### src/elsm_pkg.sv
package elsm_pkg;

	localparam int NUM_TYPES_DEF = 8;
	localparam int TYPE_W = 3;
	localparam int PERIOD_W = 16;
	localparam logic [PERIOD_W-1:0] PERIOD_RESET = 16'd500;

	localparam logic KIND_LATENCY = 1'b0;
	localparam logic KIND_COUNT = 1'b1;

	typedef struct packed {
		logic [31:0] count;
		logic [63:0] total;
		logic [31:0] max;
	} stat_entry_t;

	typedef enum logic [2:0] {
		ST_IDLE,
		ST_READ,
		ST_UPDATE,
		ST_SCAN,
		ST_EMIT
	} seq_state_t;

endpackage

### src/event_latency_stats_monitor.sv
// Event latency statistics monitor.
// An event request is taken when start is high and busy is low; kind selects a
// latency event (count incremented, latency summed, maximum raised) or a count event
// (add_amount added to the count). The entry for type_index is read from a small
// memory, updated in a shared saturating update unit and written back.
// An event with no report passes the read and update states before the next
// request is taken. When the now_tick taken with the event has reached the next
// report time and an entry is nonzero, the sequencer walks the entries one per
// cycle, stopping in an emit state to read out each nonzero entry. Each record
// is shown for one cycle with report_valid high; the final record of a report
// carries last_record, and busy falls as it is shown. The receiver cannot stall.
// The report period register is written through cfg_valid and cfg_data, and
// cfg_ready is always high; it should only be written while busy is low.
// Reset sets the period to 500 ticks, the next report time to zero and marks all
// entries empty; no clearing pass is needed.
module event_latency_stats_monitor import elsm_pkg::*; #(
	parameter int NUM_TYPES = NUM_TYPES_DEF
) (
	input  logic                 clk,
	input  logic                 arst_n,
	input  logic                 start,
	output logic                 busy,
	input  logic                 kind,
	input  logic [TYPE_W-1:0]    type_index,
	input  logic [31:0]          elapsed_time,
	input  logic [15:0]          add_amount,
	input  logic [31:0]          now_tick,
	input  logic                 cfg_valid,
	output logic                 cfg_ready,
	input  logic [PERIOD_W-1:0]  cfg_data,
	output logic                 report_valid,
	output logic [TYPE_W-1:0]    report_type,
	output logic [31:0]          report_count,
	output logic [63:0]          report_total_latency,
	output logic [31:0]          report_max_latency,
	output logic                 last_record
);

	localparam int AW = (NUM_TYPES > 1) ? $clog2(NUM_TYPES) : 1;
	localparam int CW = $clog2(NUM_TYPES + 1);

	seq_state_t state_q, state_d;

	logic [PERIOD_W-1:0] period_q;
	logic [31:0]         next_tick_q;
	logic [NUM_TYPES-1:0] nz_q;
	logic [CW-1:0]       nz_cnt_q;
	logic [AW-1:0]       ptr_q;

	logic                kind_q;
	logic [TYPE_W-1:0]   idx_q;
	logic [31:0]         elapsed_q;
	logic [15:0]         amount_q;
	logic [31:0]         now_q;

	logic                report_valid_q;
	logic                last_record_q;
	logic [TYPE_W-1:0]   report_type_q;
	stat_entry_t         report_q;

	logic [AW-1:0]       idx_addr;
	logic                in_range;
	logic                old_nz;
	logic                new_nz;
	logic                grow;
	logic [CW-1:0]       nz_cnt_next;
	logic [31:0]         tick_diff;
	logic                due;
	logic                accept;

	logic                mem_we;
	logic [AW-1:0]       mem_raddr;
	stat_entry_t         mem_rdata;
	stat_entry_t         old_entry;
	stat_entry_t         new_entry;

	assign accept = start && (state_q == ST_IDLE);
	assign idx_addr = AW'(idx_q);
	assign in_range = 32'(idx_q) < 32'(NUM_TYPES);
	assign old_nz = nz_q[idx_addr];
	assign old_entry = old_nz ? mem_rdata : '0;
	assign new_nz = (new_entry.count != 32'd0);
	assign grow = in_range && !old_nz && new_nz;
	assign nz_cnt_next = nz_cnt_q + CW'(grow);
	assign tick_diff = now_q - next_tick_q;
	assign due = !tick_diff[31];

	elsm_upd_unit u_upd (
		.kind         (kind_q),
		.elapsed_time (elapsed_q),
		.add_amount   (amount_q),
		.old_entry    (old_entry),
		.new_entry    (new_entry)
	);

	elsm_stat_mem #(
		.NUM_TYPES (NUM_TYPES),
		.AW        (AW)
	) u_mem (
		.clk   (clk),
		.we    (mem_we),
		.waddr (idx_addr),
		.wdata (new_entry),
		.raddr (mem_raddr),
		.rdata (mem_rdata)
	);

	always_comb begin
		state_d = state_q;
		case (state_q)
			ST_IDLE: begin
				if (start) begin
					state_d = ST_READ;
				end
			end
			ST_READ: begin
				state_d = ST_UPDATE;
			end
			ST_UPDATE: begin
				if (due && nz_cnt_next != '0) begin
					state_d = ST_SCAN;
				end else begin
					state_d = ST_IDLE;
				end
			end
			ST_SCAN: begin
				if (nz_q[ptr_q]) begin
					state_d = ST_EMIT;
				end
			end
			ST_EMIT: begin
				if (nz_cnt_q == CW'(1)) begin
					state_d = ST_IDLE;
				end else begin
					state_d = ST_SCAN;
				end
			end
			default: begin
				state_d = ST_IDLE;
			end
		endcase
	end

	always_comb begin
		busy = (state_q != ST_IDLE);
		mem_we = (state_q == ST_UPDATE) && in_range;
		mem_raddr = (state_q == ST_SCAN) ? ptr_q : idx_addr;
	end

	always_ff @(posedge clk or negedge arst_n) begin
		if (!arst_n) begin
			state_q <= ST_IDLE;
			period_q <= PERIOD_RESET;
			next_tick_q <= '0;
			nz_q <= '0;
			nz_cnt_q <= '0;
			ptr_q <= '0;
			report_valid_q <= 1'b0;
		end else begin
			state_q <= state_d;
			report_valid_q <= 1'b0;
			if (cfg_valid) begin
				period_q <= cfg_data;
			end
			case (state_q)
				ST_UPDATE: begin
					if (in_range) begin
						nz_q[idx_addr] <= new_nz;
					end
					nz_cnt_q <= nz_cnt_next;
					if (due) begin
						next_tick_q <= now_q + {16'd0, period_q};
					end
					ptr_q <= '0;
				end
				ST_SCAN: begin
					if (!nz_q[ptr_q]) begin
						ptr_q <= ptr_q + AW'(1);
					end
				end
				ST_EMIT: begin
					nz_q[ptr_q] <= 1'b0;
					nz_cnt_q <= nz_cnt_q - CW'(1);
					ptr_q <= ptr_q + AW'(1);
					report_valid_q <= 1'b1;
				end
				default: begin
				end
			endcase
		end
	end

	always_ff @(posedge clk) begin
		if (accept) begin
			kind_q <= kind;
			idx_q <= type_index;
			elapsed_q <= elapsed_time;
			amount_q <= add_amount;
			now_q <= now_tick;
		end
		if (state_q == ST_EMIT) begin
			report_q <= mem_rdata;
			report_type_q <= TYPE_W'(ptr_q);
			last_record_q <= (nz_cnt_q == CW'(1));
		end
	end

	assign cfg_ready = 1'b1;
	assign report_valid = report_valid_q;
	assign report_type = report_type_q;
	assign report_count = report_q.count;
	assign report_total_latency = report_q.total;
	assign report_max_latency = report_q.max;
	assign last_record = last_record_q;

endmodule

### src/elsm_stat_mem.sv
module elsm_stat_mem import elsm_pkg::*; #(
	parameter int NUM_TYPES = NUM_TYPES_DEF,
	parameter int AW = 3
) (
	input  logic            clk,
	input  logic            we,
	input  logic [AW-1:0]   waddr,
	input  stat_entry_t     wdata,
	input  logic [AW-1:0]   raddr,
	output stat_entry_t     rdata
);

	stat_entry_t mem_q [NUM_TYPES];
	stat_entry_t rdata_q;

	always_ff @(posedge clk) begin
		if (we) begin
			mem_q[waddr] <= wdata;
		end
		rdata_q <= mem_q[raddr];
	end

	assign rdata = rdata_q;

endmodule

### src/elsm_upd_unit.sv
module elsm_upd_unit import elsm_pkg::*; (
	input  logic          kind,
	input  logic [31:0]   elapsed_time,
	input  logic [15:0]   add_amount,
	input  stat_entry_t   old_entry,
	output stat_entry_t   new_entry
);

	logic [31:0] inc;
	logic [32:0] count_sum;
	logic [64:0] total_sum;

	always_comb begin
		inc = (kind == KIND_COUNT) ? {16'd0, add_amount} : 32'd1;
		count_sum = {1'b0, old_entry.count} + {1'b0, inc};
		total_sum = {1'b0, old_entry.total} + {33'd0, elapsed_time};
		new_entry = old_entry;
		new_entry.count = count_sum[32] ? '1 : count_sum[31:0];
		if (kind == KIND_LATENCY) begin
			new_entry.total = total_sum[64] ? '1 : total_sum[63:0];
			if (elapsed_time > old_entry.max) begin
				new_entry.max = elapsed_time;
			end
		end
	end

endmodule
### config.mk
export PLATFORM = sky130hd
export DESIGN_NAME = event_latency_stats_monitor
export DESIGN_NICKNAME = d
export VERILOG_FILES = /design/src/elsm_pkg.sv /design/src/event_latency_stats_monitor.sv /design/src/elsm_stat_mem.sv /design/src/elsm_upd_unit.sv
export SDC_FILE = /design/constraint.sdc
export NUM_CORES = 2
export LEC_CHECK = 0
export BUFFER_PORTS_ARGS = -buffer_cell sky130_fd_sc_hd__clkbuf_2
export CORE_MARGIN = 5
export CORE_UTILIZATION = 60
export CTS_CLUSTER_DIAMETER = 120
export DETAILED_ROUTE_END_ITERATION = 10
export PLACE_DENSITY = 0.82
export SLEW_MARGIN = 20
export SYNTH_ARGS = -nofsm -noshare
export SYNTH_HDL_FRONTEND = slang
export SYNTH_HIERARCHICAL = 1
export SYNTH_SLANG_ARGS = --single-unit
### constraint.sdc
create_clock -name clk -period 15.02 [get_ports clk]
set_clock_uncertainty 0.2 [all_clocks]
set_input_delay 3.004 -clock clk [delete_from_list [all_inputs] [get_ports clk]]
set_output_delay 3.004 -clock clk [all_outputs]
set_load 0.02 [all_outputs]
==> results by group <==
Outcome
  • Status: finished, violations left
  • Failing checks: design-rule violations

Clocking
  • CTS buffer count: 143
  • Clock Path Buffers: 3
  • Clk_lat worst skew: 760 ps
  • CTS tree: yes
  • CTS Root Cell: clkbuf_16
  • Post-CTS Resized: 0
  • Clk pin slew, worst setup/hold paths: 60 ps
  • Postcts setup bufs: 0
  • Max H-tree Level: 4
  • Hold buffers post-CTS: 0
  • Sink Count: 1435

Synthesis
  • Syn nets: 3562
  • Post-synth top flop: edfxtp_1
  • Top cell type by total area after synthesis: edfxtp_1
  • Top cells by area, synth: edfxtp_1 62%, mux4_2 7.0%, dfxtp_1 4.3%, mux2_2 3.5%, mux4_1 3.2%
  • Simple-gate share of the synthesized area: 5.32%
  • Register area share after synthesis: between 60% and 70%
  • Synthesized flop and latch total: approximately 1400
  • EDFF count, synth: between 1000 and 1500
  • Main combinational cell family by area after synthesis: multiplexers
  • Mapped Area: 59600 µm²
  • XOR/XNOR share of the synthesized area: 1.26%
  • Mapped Avg Cell Area: 17.9 µm²
  • Ys Warns: 6
  • FFs w/ async S/R, synth: between 4 and 5%
  • Area fraction of the dominant cell type after synthesis: a little over three fifths
  • Mux share of post-synthesis cell area: 14.4%
  • Synth Area in Compound Gates: about 4.3%
  • Post-Synthesis Cells: around 3300
  • Synth Area in Adders: 2.85%
  • Synth unique cells: 97

Critical path
  • CP Launch Type: flop
  • Worst Reg-to-Reg Cells: 23
  • CP Launch Point: idx_addr[0]
  • Worst r2r dst: state_q[1]
  • Reg-to-Reg Start: idx_addr[0]
  • Critical Path Sink Type: flop
  • CP Max Fanout: 129
  • Worst setup path endpoint: state_q[1]
  • Crit path arrival time: 9290 ps
  • Worst Path Required: 15430 ps
  • R2r setup slk: 6140 ps
  • Critical path class: flop to flop

Finish
  • Most frequent cells in the layout: 1240 x edfxtp_1, 236 x clkbuf_2, 186 x mux4_2
  • Layout cells sized above 1: between 20% and 30%
  • Area delta synth->final: 11.7%
  • Final #Nets: 3853
  • Commonest non-fill, non-tap cell in the layout: edfxtp_1

Die
  • Num rows: 115
  • DIE WIDTH: 325 µm
  • Die area: 106000 µm²
  • Core ar.: 98600 µm²
  • Die H: roughly 330 µm
  • Io pins: between 200 and 250
  • Starting density of the core: 60.5%

Timing
  • Minimum clock period: between 8000 and 9000 ps
  • Post-route worst setup slack: 6140 ps
  • Fmax: 113 MHz
  • Setup TNS: 0 ps
  • Max-slew violations: 0
  • Slew headroom: approximately a quarter
  • Final setup vio count: 0
  • Hold Worst Slack: 232 ps
  • Tcrit/Tclk final: 59.1%
  • Final hold vios: 0
  • RSZ-0062 raised after global routing: no
  • Slew @ Worst Pin: 1140 ps

Worst hold path
  • Hold path startpoint: u_mem/rdata[5]
  • HP Class: flop to flop

Power
  • Final total power: 13300 µW
  • Pwr dens: 199 nW/µm²
  • VDD IR max: approximately 0.16 mV
  • Leakage: roughly 0.023 µW

Detailed routing
  • Routed Antenna Nets: 0
  • Vias per Instance: about 6.4
  • 1st-pass router iterations: 8
  • Iteration-0 DRC Markers: approximately 3400
  • DR vias: 32163
  • Drc violations: 2
  • Routed WL per cell: 26.6 µm
  • Total wire length: approximately 130 mm

Global route
  • GR Util All Layers: 25.1%
  • Grt ovf: 0
  • Vias in the first global route: ~33000
  • First-pass GRT wire length: 202 mm
  • Pin count of the biggest net entering global routing: 130
  • Antenna violations before repair: 2

Placement
  • HPWL Detailed: about 76 mm
  • I/O Buffers: 237
  • Gp weighted congestion: 0.904
  • Worst slack, placed: 6430 ps

Run
  • Max-cap violations: 0
critical path, cell delays in order, from the launching register on:
cell	delay, ps
edfxtp_1	730
mux2_2	400
a22oi_1	200
nor2_1	110
a211oi_4	270
buf_12	520
nor2b_1	120
ha_1	270
fa_1	430
a211oi_1	360
nor4_1	100
or2_2	350
o211ai_1	350
a31oi_1	370
nand2_1	840
o21ai_0	620
nor4_1	560
nand4_1	210
nor2_1	560
nor2b_1	110
ha_1	220
ha_1	320
nor4_1	320
o21ai_0	120
flip-flops by register name, indices dropped and copies added (netlist names), 4 cells and up:
name,flops
next_tick_q,32
nz_q,8
report_max_latency,32
report_total_latency,64
amount_q,16
nz_cnt_q,4
report_count,32
now_q,32
period_q,16
u_mem/rdata,128
elapsed_q,32
u_mem/mem_q,1024
metrics by stage:
stage	util, %	instance area [µm²]	std cells
2_1_floorplan	-	59600	3324
3_3_place_gp	62.8	61900	4757
5_1_grt	67.6	66600	5024
3_5_place_dp	62.8	61900	4757
6_report	67.6	66600	5025
4_1_cts	67.6	66600	5024
cells by family after synthesis:
logic type                 Yosys count
AOI/OAI and AO/OA                  370
xor gates and xnor gates            86
adders and majority gates          134
buffers and inverters              227
DFF                               1435
muxes                              486
other                                1
and+or+nand+nor                    585
cell type report:
| cell class | instances | area [µm²] |
|---|---|---|
| Antenna cell | 1 | 2.50 |
| Sequential cell | 1435 | 41500 |
| Timing Repair Buffer | 271 | 1520 |
| Clock inverter | 76 | 736 |
| Fill cell | 6127 | 31900 |
| Multi-Input combinational cell | 1662 | 16900 |
| Clock buffer | 191 | 3980 |
| Tap cell | 1287 | 1610 |
| Inverter | 102 | 388 |
cells in the mapped netlist, types with 19 or more instances:
| cell type | count |
|---|---|
| nor2_1 | 93 |
| clkbuf_1 | 47 |
| nand3_1 | 48 |
| nand2_1 | 118 |
| xnor2_1 | 38 |
| mux2i_1 | 39 |
| mux4_1 | 72 |
| nor4_1 | 19 |
| edfxtp_1 | 1240 |
| and2_1 | 22 |
| dfrtp_1 | 61 |
| buf_8 | 19 |
| o211ai_1 | 26 |
| nor3_1 | 30 |
| o21ai_0 | 67 |
| dfxtp_1 | 128 |
| ha_1 | 131 |
| nor2b_1 | 143 |
| a21o_1 | 36 |
| nand4_1 | 26 |
| xor2_1 | 48 |
| mux2_2 | 187 |
| nand2b_1 | 20 |
| inv_1 | 100 |
| a21oi_1 | 89 |
| a2bb2oi_1 | 25 |
| mux4_2 | 186 |
per-layer routing:
metal	routed length [µm]	up-vias	track usage, %
met2	66800	1644	42.1
li1	-	13825	-
met3	10600	276	4.73
met4	4190	0	8.13
met5	0	-	0
met1	52200	16418	33.9
worst min path at each step:
stage	end	depth (start not counted)	slack, ps
3_5_place_dp	report_max_latency[21]	0	210
3_3_place_gp	report_max_latency[5]	0	220
2_1_floorplan	report_count[0]	0	200
6_report	report_max_latency[5]	0	230
5_1_grt	report_max_latency[21]	0	250
4_1_cts	report_max_latency[5]	0	240
power by group:
group / total (µW) / internal [µW] / switching [µW]
sequential: 5940 / 5540 / 400
clock: 3550 / 2040 / 1510
combinational: 3800 / 1530 / 2270
total: 13300 / 9100 / 4180
(Power assumes the default switching activity.)
